File: config.mk
export PLATFORM = sky130hd
export DESIGN_NAME = cmf_window_mac
export DESIGN_NICKNAME = d
export VERILOG_FILES = /design/src/sv/cmf_pkg.sv /design/src/sv/cmf_window_mac.sv
export SDC_FILE = /design/constraint.sdc
export NUM_CORES = 1
export LEC_CHECK = 0
export CAP_MARGIN = 5
export CORE_MARGIN = 1.5
export CORE_UTILIZATION = 25
export DETAILED_ROUTE_END_ITERATION = 8
export DONT_BUFFER_PORTS = 1
export MAX_ROUTING_LAYER = met4
export SYNTH_ARGS = -nofsm -noshare
export SYNTH_HDL_FRONTEND = slang
export SYNTH_SLANG_ARGS = --single-unit
File: constraint.sdc
create_clock -name clk -period 6.1 [get_ports clk]
set_input_delay 0.61 -clock clk [delete_from_list [all_inputs] [get_ports clk]]
set_output_delay 0.61 -clock clk [all_outputs]
set_load 0.02 [all_outputs]
File: src/sv/cmf_pkg.sv
// Shared types and constants for the 3x3 weighted mean filter.
// No dependencies; every other file of the block imports it.
package cmf_pkg;

    localparam int PIX_W      = 8;
    localparam int OUT_W      = 12;
    localparam int DIM_W      = 11;
    localparam int COEF_W     = 36;
    localparam int TAP_W      = 4;
    localparam int TAPS       = 9;
    localparam int PROD_W     = 12;
    localparam int SUM_W      = 16;
    localparam int MUL_W      = 32;
    localparam int ROW_W      = 10;
    localparam int CFG_IDX_W  = 2;

    localparam int MAX_WIDTH_DEF = 1024;
    localparam int MAX_HEIGHT    = 1024;
    localparam int MIN_DIM       = 3;

    // floor(x / 9) == (x * DIV_MULT) >> DIV_SHIFT for every x below 2**16
    localparam int DIV_MULT  = 58255;
    localparam int DIV_SHIFT = 19;

    localparam int FIFO_DEPTH = 8;

    localparam logic [DIM_W-1:0]  DIM_RESET  = 11'd642;
    localparam logic [COEF_W-1:0] COEF_RESET = 36'h111111111;

    localparam logic [CFG_IDX_W-1:0] REG_WIDTH  = 2'd0;
    localparam logic [CFG_IDX_W-1:0] REG_HEIGHT = 2'd1;
    localparam logic [CFG_IDX_W-1:0] REG_COEF   = 2'd2;

    typedef struct packed {
        logic row_end;
        logic frame_end;
    } cmf_tag_t;

    typedef struct packed {
        logic     produce;
        cmf_tag_t tag;
    } cmf_ctl_t;

    typedef struct packed {
        logic [OUT_W-1:0] filtered;
        cmf_tag_t         tag;
    } cmf_result_t;

endpackage

File: src/sv/cmf_window_mac.sv
// 3x3 window, weighted tap products, sum and divide-by-9 pipeline.
// Each stage is registered and the pipeline has no stall. Depends on cmf_pkg.
module cmf_window_mac (
    input  logic                          clk,
    input  logic                          rst_n,
    input  logic                          shift_en,
    input  cmf_pkg::cmf_ctl_t             ctl,
    input  logic [cmf_pkg::PIX_W-1:0]     top,
    input  logic [cmf_pkg::PIX_W-1:0]     mid,
    input  logic [cmf_pkg::PIX_W-1:0]     px,
    input  logic [cmf_pkg::COEF_W-1:0]    coefficients,
    output logic                          res_valid,
    output cmf_pkg::cmf_result_t          res
);
    import cmf_pkg::*;

    logic [PIX_W-1:0]  win_reg [TAPS];
    logic [PROD_W-1:0] prod_reg [TAPS];
    logic [PROD_W-1:0] prod_next [TAPS];
    logic [SUM_W-1:0]  sum_reg, sum_next;
    logic [MUL_W-1:0]  mul_reg, mul_next;
    logic              s2_valid_reg, s3_valid_reg, s4_valid_reg, s5_valid_reg;
    cmf_tag_t          s2_tag_reg, s3_tag_reg, s4_tag_reg, s5_tag_reg;

    // rows 0..2 are top, mid, current; column 2 is the newest pixel
    always_ff @(posedge clk or negedge rst_n)
    begin
        if (!rst_n)
        begin
            for (int t = 0; t < TAPS; t++)
            begin
                win_reg[t] <= '0;
            end
        end
        else if (shift_en)
        begin
            for (int k = 0; k < 3; k++)
            begin
                win_reg[3*k]   <= win_reg[3*k+1];
                win_reg[3*k+1] <= win_reg[3*k+2];
            end
            win_reg[2] <= top;
            win_reg[5] <= mid;
            win_reg[8] <= px;
        end
    end

    always_comb
    begin
        for (int t = 0; t < TAPS; t++)
        begin
            prod_next[t] = PROD_W'(coefficients[TAP_W*t +: TAP_W]) * PROD_W'(win_reg[t]);
        end
    end

    always_comb
    begin
        sum_next = '0;
        for (int t = 0; t < TAPS; t++)
        begin
            sum_next = sum_next + SUM_W'(prod_reg[t]);
        end
    end

    assign mul_next = MUL_W'(sum_reg) * MUL_W'(DIV_MULT);

    always_ff @(posedge clk)
    begin
        prod_reg   <= prod_next;
        sum_reg    <= sum_next;
        mul_reg    <= mul_next;
        s2_tag_reg <= ctl.tag;
        s3_tag_reg <= s2_tag_reg;
        s4_tag_reg <= s3_tag_reg;
        s5_tag_reg <= s4_tag_reg;
    end

    always_ff @(posedge clk or negedge rst_n)
    begin
        if (!rst_n)
        begin
            s2_valid_reg <= 1'b0;
            s3_valid_reg <= 1'b0;
            s4_valid_reg <= 1'b0;
            s5_valid_reg <= 1'b0;
        end
        else
        begin
            s2_valid_reg <= shift_en && ctl.produce;
            s3_valid_reg <= s2_valid_reg;
            s4_valid_reg <= s3_valid_reg;
            s5_valid_reg <= s4_valid_reg;
        end
    end

    assign res_valid    = s5_valid_reg;
    assign res.filtered = mul_reg[DIV_SHIFT +: OUT_W];
    assign res.tag      = s5_tag_reg;

endmodule

==> results.toml <==
[sta]
setup_tns_ns = 0
hold_viol = 0
slew_viol_final = 0
final.period_utilization_pct = 89.5
slew_headroom_pct = 69.6
fin_crit_ns = 5.46
skew_ns = 0.0141
tightestPinTransition_ns = 0.456
rsz0062_at_grt = "false"
holdWs_ns = 0.0554
fmax_mhz = 183
setup_viol_count_final = 0

[floorplanning]
die_width_um = 281
pin_count = 81
start_util_pct = 25.4
rows = 101
die_area_um2 = 79100
die_h_um = 281
coreArea_um2 = 76300

[global_route]
grt_pass1_vias = 12600
grt_overflow = 0
grt_max_degree = 77
grt_pass1_wl_mm = 68.0
grt.total_usage_pct = 11.2
antenna_found_initial = 0

[synthesis]
synthCells = 1814
synthArstFlopShare_pct = 34.5
ys_seq_area_share_pct = 24.7
synth_edf_count = 0
synth_cell_types = 55
ys_ff_latch = 220
syn-num-nets = 2411
yosys_warnings = 0
synth_area_um2 = 19400
dominantRegCellSynth = "dfxtp_1"
syn_avg_cell_area_um2 = 10.7

[detailed_routing]
num_vias = 12000
vias_per_cell = 4.15
wirelength_mm = 41.6
drtPass1Iterations = 5
drtAntennaViolNets = 0
drc = 0
wl_per_cell_um = 14.4
drtIter0Drc = 451

[hold_path]
hp-start = "ctl[0]"
hp-class = "input pin to register"
hold_path_depth = 0

[clock_tree]
cts_sinks = 220
clockBufferDepth = 3
clk_pin_slew_ns = 0.07
cts-root-buf = "clkbuf_16"
cts_buffers = 27
cts_max_level = 1
cts_tree = "yes"
clk_latency_ns = 0.59

[worst_setup_path]
worstRegToRegCells = 21
worstPathCellList = "inv_1 -> fa_1 -> inv_1 -> ha_1 -> inv_1 -> fa_1 -> inv_1 -> fa_1 -> inv_1 -> fa_1 -> fa_1 -> inv_1 -> ha_1 -> and4_2 -> a21oi_2 -> a211oi_2 -> nor3_2 -> a211oi_2 -> o31a_1 -> nor2_2 -> xnor2_1"
regToRegStartpoint = "sum_reg[9]$_DFF_P_"
startpoint_type = "register"
cp_num_buf_inv = 6
cp_max_fo = 5
endpoint_kind = "register"
critPathLaunch = "sum_reg[9]$_DFF_P_"
cpMostUsedCell = "inv_1"
criticalPathCategory = "register to register"
cp.required_ns = 6.57
path_depth = 21
cpLargestDelayFamily = "adder cells"
crit_path_max_incr_delay_ns = 0.54
cp.arrival_ns = 5.93
cpMaxStageDelayCell = "fa_1"

[place]
dpl.hpwl_mm = 34.7
port-buffer-count = 0
gp_congestion = 0.872

[layout]
final_common_cell = "inv_1"
final_util_pct = 28.4
mostFrequentLayoutCells = "inv_1, ha_1, fa_1"
layout-drive-gt1-share_pct = 7.32
syn2layout_area_growth_pct = 11.8
antennaDiodeCount = 0
fill_cells = 7954
largest_reg_flops = 108
nNetsFinal = 2434

[status]
status = "finished, final reports clean"

[run]
max-cap-violations = 0
[cell families (layout without fill, tap and decap cells)]
family | count (synthesis) | in the layout | share of synthesized area [%]
multiplexers | 77 | 77 | 4.45
AND/OR/NAND/NOR | 405 | 405 | 10.2
buffers and inverters | 313 | 357 | 6.07
AO/OA/AOI/OAI | 182 | 182 | 6.27
XOR/XNOR | 86 | 86 | 3.89
adder cells (fa/ha/maj) | 531 | 531 | 44.4
flip-flops | 220 | 220 | 24.7
[metal layers]
metal	track usage, %	vias to the layer above	wire length [um]	share of wire (%)
met1	14.1	5920	19100	46
li1	-	5872	-	-
met2	18.5	145	19800	48
met5	-	-	0	0
met3	2.19	60	1780	4.3
met4	2.50	0	888	2.1
[timing repair]
action,4_1_cts,5_1_grt
resized for setup,0,0
buffers inserted,0,0
hold buffers,2,0
hold endpoints to repair,76,0
[per-stage QoR]
| stage | instance area [um2] | worst slack (ns) | instances |
|---|---|---|---|
| 6_report | 21700 | 0.641 | 2888 |
| 5_1_grt | 21700 | 0.335 | 2888 |
| 4_1_cts | 21700 | 0.626 | 2888 |
| 3_5_place_dp | 20600 | 0.652 | 2836 |
| 3_3_place_gp | 20600 | 0.731 | 2836 |
| 2_1_floorplan | 19400 | 1.02 | 1814 |
[area by class of cell]
type                            count  area [um2]  share of cell area [%]
Timing Repair Buffer                2        37.5                   0.173
Clock inverter                     19         250                    1.16
Tap cell                         1030        1290                    5.95
Multi-Input combinational cell   1281       13400                    61.9
Clock buffer                       31         743                    3.43
Inverter                          305        1140                    5.29
Sequential cell                   220        4780                    22.1
[cell usage after synthesis, types with 10 or more instances]
cell / instances / area (um2)
o21bai_1: 37 / 278
nor2_1: 45 / 169
dfrtp_1: 76 / 1900
mux2_2: 72 / 811
and2_1: 124 / 776
nor3_1: 10 / 50.1
xnor2_1: 72 / 631
ha_1: 271 / 3390
nand2_1: 180 / 676
o21ai_0: 11 / 55.1
a21o_1: 16 / 120
inv_1: 305 / 1140
dfxtp_1: 144 / 2880
a21oi_1: 71 / 355
fa_1: 260 / 5200
xor2_1: 14 / 123
[path summary, 6_finish.rpt]
kind                                           end  slack, ns
setup / recovery               mul_reg[29]$_DFF_P_       0.64
hold / removal               s2_tag_reg[0]$_DFF_P_       0.06
setup reg to reg               mul_reg[29]$_DFF_P_       0.64
hold reg to reg              s4_tag_reg[1]$_DFF_P_       0.33
max in group asynchronous  win_reg[16]$_DFFE_PN0P_       5.11
min in group asynchronous  win_reg[42]$_DFFE_PN0P_       0.61
Power is left out: the tool's default activity adds up to more than one toggle a clock period on the data nets, which glitch-free logic cannot reach.
