**src/sv/cmf_pkg.sv**
```systemverilog
// Shared types and constants for the 3x3 weighted mean filter.
// No dependencies; every other file of the block imports it.
package cmf_pkg;

    localparam int PIX_W      = 8;
    localparam int OUT_W      = 12;
    localparam int DIM_W      = 11;
    localparam int COEF_W     = 36;
    localparam int TAP_W      = 4;
    localparam int TAPS       = 9;
    localparam int PROD_W     = 12;
    localparam int SUM_W      = 16;
    localparam int MUL_W      = 32;
    localparam int ROW_W      = 10;
    localparam int CFG_IDX_W  = 2;

    localparam int MAX_WIDTH_DEF = 1024;
    localparam int MAX_HEIGHT    = 1024;
    localparam int MIN_DIM       = 3;

    // floor(x / 9) == (x * DIV_MULT) >> DIV_SHIFT for every x below 2**16
    localparam int DIV_MULT  = 58255;
    localparam int DIV_SHIFT = 19;

    localparam int FIFO_DEPTH = 8;

    localparam logic [DIM_W-1:0]  DIM_RESET  = 11'd642;
    localparam logic [COEF_W-1:0] COEF_RESET = 36'h111111111;

    localparam logic [CFG_IDX_W-1:0] REG_WIDTH  = 2'd0;
    localparam logic [CFG_IDX_W-1:0] REG_HEIGHT = 2'd1;
    localparam logic [CFG_IDX_W-1:0] REG_COEF   = 2'd2;

    typedef struct packed {
        logic row_end;
        logic frame_end;
    } cmf_tag_t;

    typedef struct packed {
        logic     produce;
        cmf_tag_t tag;
    } cmf_ctl_t;

    typedef struct packed {
        logic [OUT_W-1:0] filtered;
        cmf_tag_t         tag;
    } cmf_result_t;

endpackage

```
**src/sv/cmf_out_fifo.sv**
```systemverilog
// Result queue between the fixed-latency pipeline and the output channel.
// Space is reserved upstream, so a write never meets a full queue. Depends on cmf_pkg.
module cmf_out_fifo #(
    parameter int DEPTH = cmf_pkg::FIFO_DEPTH
) (
    input  logic                  clk,
    input  logic                  rst_n,
    input  logic                  wr_en,
    input  cmf_pkg::cmf_result_t  wr_data,
    input  logic                  rd_en,
    output logic                  rd_valid,
    output cmf_pkg::cmf_result_t  rd_data
);
    import cmf_pkg::*;

    localparam int PW = $clog2(DEPTH);
    localparam int CW = $clog2(DEPTH + 1);

    cmf_result_t    buf_reg [DEPTH];
    logic [PW-1:0]  wr_ptr_reg, wr_ptr_next;
    logic [PW-1:0]  rd_ptr_reg, rd_ptr_next;
    logic [CW-1:0]  count_reg, count_next;

    always_comb
    begin
        wr_ptr_next = wr_ptr_reg;
        rd_ptr_next = rd_ptr_reg;
        count_next  = count_reg;
        if (wr_en)
        begin
            wr_ptr_next = (wr_ptr_reg == PW'(DEPTH - 1)) ? '0 : wr_ptr_reg + 1'b1;
        end
        if (rd_en)
        begin
            rd_ptr_next = (rd_ptr_reg == PW'(DEPTH - 1)) ? '0 : rd_ptr_reg + 1'b1;
        end
        if (wr_en && !rd_en)
        begin
            count_next = count_reg + 1'b1;
        end
        else if (!wr_en && rd_en)
        begin
            count_next = count_reg - 1'b1;
        end
    end

    always_ff @(posedge clk)
    begin
        if (wr_en)
        begin
            buf_reg[wr_ptr_reg] <= wr_data;
        end
    end

    always_ff @(posedge clk or negedge rst_n)
    begin
        if (!rst_n)
        begin
            wr_ptr_reg <= '0;
            rd_ptr_reg <= '0;
            count_reg  <= '0;
        end
        else
        begin
            wr_ptr_reg <= wr_ptr_next;
            rd_ptr_reg <= rd_ptr_next;
            count_reg  <= count_next;
        end
    end

    assign rd_valid = (count_reg != '0);
    assign rd_data  = buf_reg[rd_ptr_reg];

endmodule

```
**config.mk**
```make
export PLATFORM = sky130hd
export DESIGN_NAME = cmf_out_fifo
export DESIGN_NICKNAME = d
export VERILOG_FILES = /design/src/sv/cmf_pkg.sv /design/src/sv/cmf_out_fifo.sv
export SDC_FILE = /design/constraint.sdc
export NUM_CORES = 1
export LEC_CHECK = 0
export ABC_AREA = 1
export BUFFER_PORTS_ARGS = -buffer_cell sky130_fd_sc_hd__buf_2
export CORE_ASPECT_RATIO = 1.75
export CORE_UTILIZATION = 54
export DETAILED_ROUTE_END_ITERATION = 8
export PLACE_DENSITY = 0.79
export RECOVER_POWER = 50
export SYNTH_ARGS = -nofsm -noshare
export SYNTH_HDL_FRONTEND = slang
export SYNTH_SLANG_ARGS = --single-unit
```
**constraint.sdc**
```tcl
create_clock -name clk -period 1.7 [get_ports clk]
set_clock_uncertainty 0.1 [all_clocks]
set_input_delay 0.34 -clock clk [delete_from_list [all_inputs] [get_ports clk]]
set_output_delay 0.34 -clock clk [all_outputs]
set_load 0.05 [all_outputs]
```
==> results.tsv, run 1 <==
stage	metric	value	unit
run_status	status	finished with violations	
run_status	violations	setup timing	
floorplan	dieArea	10500	um2
yosys	yosysTopAreaCell	edfxtp_1	
global_routing	grt_util_met1	28.9	%
finish	antennaDiodeCount	0	
sta	finalCritPeriodShare	133	%
yosys	synth_top_area_share	61.8	%
yosys	synth-simple-area-share	23.2	%
clock_tree	cts.clk_slew.worst_paths	0.05	ns
finish	largest_reg_flops	112	
worst_setup_path	worstPathRequired	1.26	ns
hold_path	min_from	rd_en	
sta	period_minus_slack	2.26	ns
yosys	synthesis.area	5450	um2
yosys	ys_ff_latch	122	
drt	avgRoutedWirePerCell	18.6	um
place	place_ws	-0.0891	ns
clock_tree	cts_max_level	4	
clock_tree	ctsLongestPathBuffers	2	
worst_setup_path	crit_type	flop to primary output	
worst_setup_path	critPathArrivalTime	1.82	ns
global_routing	overflow	0	
drt	route.vias.total	4200	
yosys	synthXorXnorAreaFrac	0.322	%
sta	finalMaxSlewViolations	0	
drt	wl	14.3	mm
sta	finalHoldViolations	0	
drt	drtIter0Drc	525	
sta	relSlewSlack	59.8	%
floorplan	pin_count	33	
power_and_ir_drop	p_leak	3.08	nW
hold_path	worstHoldPathCells	3	
yosys	synthMuxAreaShare	0	%
yosys	ys_types	17	
power_and_ir_drop	irDropWorstVdd	0.00110	V
sta	fmax	0.442	GHz
finish	post-route-util	71.6	%
finish	nFillCells	633	
clock_tree	clkLatencyLatePin	0.41	ns
drt	dr.pass1.iters	5	
global_routing	grt_max_degree	33	
clock_tree	clkSinkCount	122	
worst_setup_path	r2r-end	rd_ptr_reg[2]	
sta	setup_slack	-0.561	ns
worst_setup_path	start_kind	flop	
worst_setup_path	endpoint	rd_data[3]	
yosys	synth_nets	588	
yosys	ys_seq_area_share	66.4	%
place	dp_hpwl	6.71	mm
hold_path	hp-class	primary input to flop	
finish	layout.nets	659	
global_routing	grt_pass1_vias	4148	
yosys	synth.avg_cell_area	9.69	um2
global_routing	grt_usage	26.4	%
worst_setup_path	crit_start	rd_ptr_reg[0]	
sta	rsz0062_at_grt	true	
sta	worst_slew_pin_slew	0.603	ns
sta	finalSetupViolations	15	
global_routing	met3_usage	6.89	%
global_routing	busiest_layer	met2	
drt	ant_nets	0	
yosys	synth-compound-area-share	0.735	%
floorplan	floorplan.initialDensity	55.3	%
place	place.gp.congestion	0.783	
floorplan	row_count	48	
drt	drc	0	
power_and_ir_drop	p_per_area	1880	nW/um2
floorplan	die_y	135	um
worst_setup_path	end_kind	primary output	
finish	area_delta_synth_final	29.4	%
floorplan	die_x	77.9	um
flow_run	drv_cap	0	
global_routing	antenna_found_initial	0	
place	portBuffers	32	
yosys	synthCells	562	
yosys	synth.area.top_cells	edfxtp_1, nand2_1, nor2_1	
worst_setup_path	worstPathMaxFanout	8	
worst_setup_path	r2r-start	rd_ptr_reg[0]	
clock_tree	root_buffer	clkbuf_16	
clock_tree	cts_tree	yes	
finish	drive_gt1_share	24.3	%
floorplan	core_area	9850	um2
global_routing	grt_pass1_wl	20.1	mm
sta	setup-tns-final	-6.77	ns
global_routing	grtUsageMet2	46.0	%
clock_tree	numCtsBuffers	17	
drt	via_per_inst	5.45	
worst_setup_path	reg2reg_slack	-0.04	ns
sta	timing.hold.ws	0.154	ns
yosys	yosysWarnings	0	
yosys	synth_fa_ha_area_share	1.98	%
yosys	synth_top_family_by_area	simple AND/OR/NAND/NOR gates	
worst_setup_path	worst-r2r-cell-count	6	
[logic make-up after synthesis]
logic type      Yosys count
simple gates            333
flops                   122
buf+inv                  89
compound gates            8
fa+ha+maj                 8
xor+xnor                  2
[power breakdown]
| part | internal (W) | switching [W] | leakage (nW) | total, W |
|---|---|---|---|---|
| combinational | 0.00226 | 0.00368 | 1.68 | 0.00594 |
| clock | 0.00212 | 0.00125 | 0.265 | 0.00337 |
| sequential | 0.00372 | 0.000190 | 1.14 | 0.00391 |
[placed cells by master (no fill, tap or decap)]
cell type	instances
nand2_1	150
edfxtp_1	112
nor2_1	106
inv_1	68
nand2_2	46
buf_4	22
clkbuf_16	20
clkbuf_1	18
nor2_2	15
buf_8	13
nand2_4	8
buf_12	8
dfrtp_1	7
o21ai_0	6
ha_1	6
buf_6	6
nand3_1	5
clkinv_1	5
clkinv_2	4
buf_16	3
dfrtp_2	3
nor2_4	2
xnor2_1	2
a21oi_1	2
bufinv_16	2
buf_2	2
or2_2	1
fa_1	1
ha_2	1
clkinvlp_4	1
dlygate4sd3_1	1
[synth_stat cells]
master,n
buf_6,4
nand2_1,204
a21oi_1,2
fa_1,1
ha_1,7
clkbuf_1,2
nand3_1,5
edfxtp_1,112
dfrtp_1,10
nor2_1,122
inv_1,68
nor2_2,1
buf_2,6
or2_2,1
buf_4,9
o21ai_0,6
xnor2_1,2
[timing repair]
action	CTS	global route
hold buffers	1	0
hold endpoints to repair	10	0
gates resized for setup	47	73
endpoints found under the setup margin	14	18
gates cloned	4	4
setup buffers	2	6
pin swaps	1	35
[critical path: stages, from the launching register on]
cell       delay (ns)
dfrtp_2          0.45
buf_6            0.15
buf_12           0.14
clkbuf_16        0.18
nand2_2          0.08
nand2_1          0.06
nand2_1          0.07
nand2_1          0.06
nand2_2          0.07
buf_8            0.14
[cell type report]
type,instances,area [um2],share of cell area [%]
sequential,122,3620,51.3
clock buffer,20,437,6.20
multi-input combinational,351,1650,23.5
clock inverter,12,106,1.51
tap,125,156,2.22
timing repair buffer,73,822,11.7
inverter,68,255,3.62
[routing by layer]
layer  share of wire, %  up-vias
li1                   -     1895
met1                 35     2014
met2                 53      232
met3                7.8       59
met4                3.4        0
met5                  0        -
[how the worst min path moves through the flow]
| stage | endpoint | slack, ns |
|---|---|---|
| floorplan | count_reg[0] | -0.06 |
| global placement | wr_ptr_reg[2] | 0.11 |
| detailed placement | wr_ptr_reg[2] | 0.12 |
| CTS | buf_reg[2][1] | 0.08 |
| global route | rd_ptr_reg[0] | 0.15 |
| finish | rd_ptr_reg[0] | 0.15 |
[metrics by stage]
step	cells	area (um2)	total power [W]
2_1_floorplan	562	5480	0.00715
3_3_place_gp	724	5940	0.00816
3_5_place_dp	724	5940	0.00830
4_1_cts	763	6770	0.0126
5_1_grt	771	7050	0.0138
6_report	771	7050	0.0132
(Power assumes the default switching activity.)
==> inputs of run 2 (changes only) <==
--- a/config.mk
+++ b/config.mk
@@ -12,2 +12,3 @@
 export DETAILED_ROUTE_END_ITERATION = 8
+export GPL_TIMING_DRIVEN = 0
 export PLACE_DENSITY = 0.79
--- a/constraint.sdc
+++ b/constraint.sdc
@@ -4,2 +4,2 @@
 set_output_delay 0.34 -clock clk [all_outputs]
-set_load 0.05 [all_outputs]
+set_load 0.01 [all_outputs]
==> run 2 against run 1 <==
Against the previous run: worst setup slack better by 0.070 ns; core utilization shrank 4.1 points; count of clock-buffer cells in the layout down 1; maximum frequency grew 3.2%; the run still ends with setup timing left; sequential power is 1% higher; final cell count decreased by 1.2%; highest routed layer unchanged; cell area down 5.8%; critical path depth is 1 lower; clock power decreased by 5.9%; register-to-register slack improved by 0.13 ns.
==> results.tsv, run 2 (synthesis gave the netlist of run 1 again) <==
stage	metric	value	unit
run_status	status	finished with violations	
run_status	violations	setup timing	
place	portBuffers	32	
sta	finalMaxSlewViolations	0	
worst_setup_path	worstPathMaxFanout	10	
clock_tree	root_buffer	clkbuf_16	
drt	wl	13.6	mm
global_routing	grt_max_degree	17	
sta	finalSetupViolations	14	
drt	ant_nets	0	
floorplan	core_area	9850	um2
global_routing	grt_pass1_wl	20.2	mm
finish	largest_reg_flops	112	
finish	final_common_cell	nand2_1	
floorplan	die_y	135	um
worst_setup_path	cpMaxStageDelayCell	dfrtp_2	
drt	drtIter0Drc	384	
global_routing	antenna_found_initial	0	
power_and_ir_drop	irDropWorstVdd	0.00112	V
clock_tree	cts_tree	yes	
place	dp_hpwl	8.08	mm
clock_tree	cts.clk_slew.worst_paths	0.05	ns
worst_setup_path	crit_type	flop to primary output	
clock_tree	cts_max_level	4	
worst_setup_path	start_kind	flop	
finish	multiInputGateArea	1540	um2
power_and_ir_drop	p_leak	2.92	nW
global_routing	grt_pass1_vias	4230	
sta	timing.hold.ws	0.133	ns
floorplan	pin_count	33	
sta	rsz0062_at_grt	true	
finish	layout.nets	651	
worst_setup_path	cp_common_cell	nand2_1	
worst_setup_path	end_kind	primary output	
power_and_ir_drop	p_per_area	1690	nW/um2
clock_tree	ctsLongestPathBuffers	2	
finish	antennaDiodeCount	0	
finish	post-route-util	67.4	%
global_routing	grt_usage	27.3	%
finish	layout_common_cells	nand2_1, edfxtp_1, nor2_1	
clock_tree	numCtsBuffers	17	
sta	finalHoldViolations	0	
drt	route.vias.total	4129	
global_routing	overflow	0	
place	placed_cell_area	5780	um2
finish	nFillCells	685	
sta	fmax	0.456	GHz
place	place.gp.congestion	0.851	
sta	setup-tns-final	-5.81	ns
sta	worst_slew_pin_slew	0.598	ns
finish	fin_area	6640	um2
finish	seq_area	3620	um2
floorplan	floorplan.initialDensity	55.3	%
sta	period_minus_slack	2.19	ns
sta	finalCritPeriodShare	129	%
hold_path	hp-class	primary input to flop	
worst_setup_path	critPathMaxStageDelay	0.45	ns
worst_setup_path	critPathArrivalTime	1.75	ns
sta	relSlewSlack	60.1	%
clock_tree	clkLatencyLatePin	0.41	ns
clock_tree	clkSinkCount	122	
drt	avgRoutedWirePerCell	17.8	um
floorplan	dieArea	10500	um2
floorplan	row_count	48	
worst_setup_path	worstPathRequired	1.26	ns
drt	dr.pass1.iters	7	
sta	setup_slack	-0.491	ns
finish	area_delta_synth_final	22.0	%
drt	via_per_inst	5.42	
flow_run	drv_cap	0	
floorplan	die_x	77.9	um
drt	drc	0	
finish	drive_gt1_share	16.6	%
worst_setup_path	crit_chain	buf_4 > nor2_1 > nor2_1 > nand2_1 > nand2_1 > nand2_1 > nand2_1 > buf_2	
-- run 2: worst paths after layout --
kind | startpoint | endpoint | slack, ns | cells past startpoint
min in group asynchronous | rst_n | count_reg[0] | 0.34 | 2
hold reg to reg | count_reg[2] | count_reg[2] | 0.43 | 2
setup / recovery | rd_ptr_reg[0] | rd_data[8] | -0.49 | 8
setup reg to reg | wr_ptr_reg[0] | buf_reg[1][7] | 0.09 | 2
max in group asynchronous | rst_n | rd_ptr_reg[1] | 0.74 | 2
hold / removal | wr_en | wr_ptr_reg[1] | 0.13 | 2
-- run 2: metrics by stage --
step / setup WS, ns / total power [W] / std cells
2_1_floorplan: 0.0390 / 0.00618 / 562
3_3_place_gp: -0.535 / 0.00714 / 719
3_5_place_dp: -0.626 / 0.00736 / 721
5_1_grt: -0.549 / 0.0117 / 762
4_1_cts: -0.460 / 0.0109 / 757
6_report: -0.491 / 0.0112 / 762
-- run 2: repair_timing --
item                                    in CTS  in global routing
resized for setup                           60                  9
buffers inserted                             4                  5
pin swaps                                    2                  4
hold buffers                                 1                  0
cloned                                       1                  0
endpoints found under the setup margin     118                 72
hold endpoints to repair                    10                  0
-- run 2: area by class of cell --
class	instances	share of cell area [%]
sequential	122	54.5
multi-input combinational	351	23.2
clock buffer	19	6.52
timing repair buffer	45	4.86
inverter	68	3.84
buffer	20	3.49
tap	125	2.35
clock inverter	12	1.26
-- run 2: metal layers --
metal	vias to the layer above	wire length, um	track usage (%)
li1	1879	-	-
met1	1978	4350	25.1
met2	223	7810	51.4
met3	49	912	6.01
met4	0	482	19.7
met5	-	0	0
-- run 2: where the power goes --
group / total [W] / internal, W / switching [W]
Sequential: 0.00395 / 0.00372 / 0.000230
Combinational: 0.00409 / 0.00156 / 0.00252
Clock: 0.00317 / 0.00196 / 0.00122
-- run 2: worst max-delay path: cells and delay by family (launching register included) --
kind | cells | cell delay, ns
buf+inv | 2 | 0.34
flops | 1 | 0.45
simple gates | 6 | 0.55
==> inputs of run 3 (changes only) <==
- clock period: 1.7 -> 2 ns (I/O delays scaled with it)
==> run 3 against run 2 <==
Against the previous run: the run still ends with setup timing left; cell area is 2.0% lower; global-route usage is 0.080 points lower; hold slack better by 0.060 ns; clock power is 15% lower; flip-flop and latch count stayed put; power is 16% lower; sequential power is 15% lower; sequential share of layout area is 1.1 points higher; largest cell class unchanged; highest routed layer unchanged.
==> results.tsv, run 3 (synthesis gave the netlist of run 1 again) <==
stage	metric	value	unit
flow_run	drv_cap	0	
worst_setup_path	crit_type	flop to primary output	
finish	drive_gt1_share	15.3	%
place	place_ws	-0.386	ns
clock_tree	clkSinkCount	122	
place	portBuffers	32	
floorplan	dieArea	10500	um2
run_status	violations	setup timing	
sta	setup_slack	-0.244	ns
finish	final_common_cell	nand2_1	
worst_setup_path	cpMaxStageDelayCell	dfrtp_2	
worst_setup_path	critPathMaxStageDelay	0.44	ns
finish	nFillCells	690	
global_routing	grt_usage	27.2	%
power_and_ir_drop	p_leak	2.88	nW
global_routing	grt_pass1_wl	20.2	mm
worst_setup_path	reg2reg_slack	0.09	ns
drt	wl	13.4	mm
sta	worst_slew_pin_slew	0.974	ns
floorplan	row_count	48	
worst_setup_path	crit_chain	buf_12 > buf_6 > nand2_1 > nand2_1 > nand2_1 > nand2_1 > nand2_1 > buf_2	
sta	relSlewSlack	35.0	%
global_routing	grt_max_degree	17	
drt	drc	0	
sta	timing.hold.ws	0.194	ns
drt	drtIter0Drc	282	
hold_path	hp-class	primary input to flop	
worst_setup_path	cp_common_cell	nand2_1	
clock_tree	clkLatencyLatePin	0.41	ns
drt	via_per_inst	5.41	
floorplan	die_y	135	um
drt	route.vias.total	4099	
clock_tree	numCtsBuffers	17	
run_status	status	finished with violations	
power_and_ir_drop	irDropWorstVdd	0.000903	V
sta	finalMaxSlewViolations	0	
floorplan	floorplan.initialDensity	55.3	%
drt	avgRoutedWirePerCell	17.7	um
clock_tree	cts_max_level	4	
place	place.gp.congestion	0.851	
worst_setup_path	end_kind	primary output	
global_routing	grt_pass1_vias	4221	
clock_tree	cts.clk_slew.worst_paths	0.05	ns
finish	layout.nets	647	
finish	post-route-util	66.1	%
finish	area_delta_synth_final	19.5	%
floorplan	pin_count	33	
worst_setup_path	worstPathRequired	1.50	ns
sta	finalSetupViolations	14	
drt	ant_nets	0	
power_and_ir_drop	p_per_area	1440	nW/um2
global_routing	overflow	0	
place	dp_hpwl	8.08	mm
sta	rsz0062_at_grt	true	
finish	antennaDiodeCount	0	
floorplan	die_x	77.9	um
floorplan	core_area	9850	um2
sta	finalHoldViolations	0	
drt	dr.pass1.iters	5	
worst_setup_path	critPathArrivalTime	1.74	ns
worst_setup_path	worstPathMaxFanout	10	
global_routing	antenna_found_initial	0	
sta	finalCritPeriodShare	112	%
clock_tree	root_buffer	clkbuf_16	
sta	fmax	0.446	GHz
worst_setup_path	start_kind	flop	
clock_tree	cts_tree	yes	
finish	largest_reg_flops	112	
sta	period_minus_slack	2.24	ns
clock_tree	ctsLongestPathBuffers	2	
finish	layout_common_cells	nand2_1, edfxtp_1, nor2_1	
==> run 3: cell types whose count changed in the layout (fill, tap and decap cells not counted) <==
cell      previous run  this run
buf_2               17        18
clkbuf_8             0         1
nor2_4              10         2
buf_12               8         3
nor2_2              14        17
nor2_1              99       104
buf_8                1         2
clkbuf_4             2         0
==> run 3: power breakdown <==
part / internal, W / switching [W]
combinational: 0.00124 / 0.00209
sequential: 0.00317 / 0.000197
clock: 0.00166 / 0.00104
==> run 3: final cells by class <==
type / instances / area (um2) / share of cell area (%)
inverters: 68 / 255 / 3.92
repair buffers: 41 / 255 / 3.92
multi-input cells: 351 / 1490 / 22.9
flip-flops and latches: 122 / 3620 / 55.6
clock buffers: 19 / 433 / 6.65
clock inverters: 12 / 83.8 / 1.29
plain buffers: 20 / 218 / 3.35
well taps: 125 / 156 / 2.40
==> run 3: final timing paths <==
kind,startpoint,end,cells past startpoint
max in group asynchronous,rst_n,rd_ptr_reg[1],2
min reg2reg,count_reg[2],count_reg[2],2
min,rd_en,rd_ptr_reg[0],2
max,rd_ptr_reg[0],rd_data[13],8
max reg2reg,wr_ptr_reg[0],buf_reg[4][9],4
min in group asynchronous,rst_n,rd_ptr_reg[0],2
==> run 3: critical path: cells and delay by family, from the launching register on <==
family | cells | cell delay, ns
buffers and inverters | 3 | 0.50
and+or+nand+nor | 5 | 0.38
DFF | 1 | 0.44
==> run 3: timing repair <==
action,CTS,global route
resized for setup,46,6
hold endpoints to repair,10,0
setup buffers,5,0
hold buffers,1,0
cloned,1,0
endpoints found under the setup margin,98,14
pin swaps,3,0
==> run 3: per-stage QoR <==
step | setup TNS [ns] | instance area [um2] | cells | power, W
3_3_place_gp | -29.28 | 5760 | 719 | 0.00607
6_report | -2.45 | 6510 | 758 | 0.00940
3_5_place_dp | -27.65 | 5780 | 721 | 0.00626
2_1_floorplan | 0 | 5450 | 562 | 0.00526
5_1_grt | -3.53 | 6510 | 758 | 0.00982
4_1_cts | -2.16 | 6510 | 758 | 0.00927
==> run 3: metal layers <==
layer  up-vias  global-route usage [%]  share of wire [%]
met1      1935                    25.6                 31
met2       240                    51.2                 56
li1       1866                       -                  -
met3        58                    6.28                7.5
met5         -                       0                  0
met4         0                    18.2                4.7
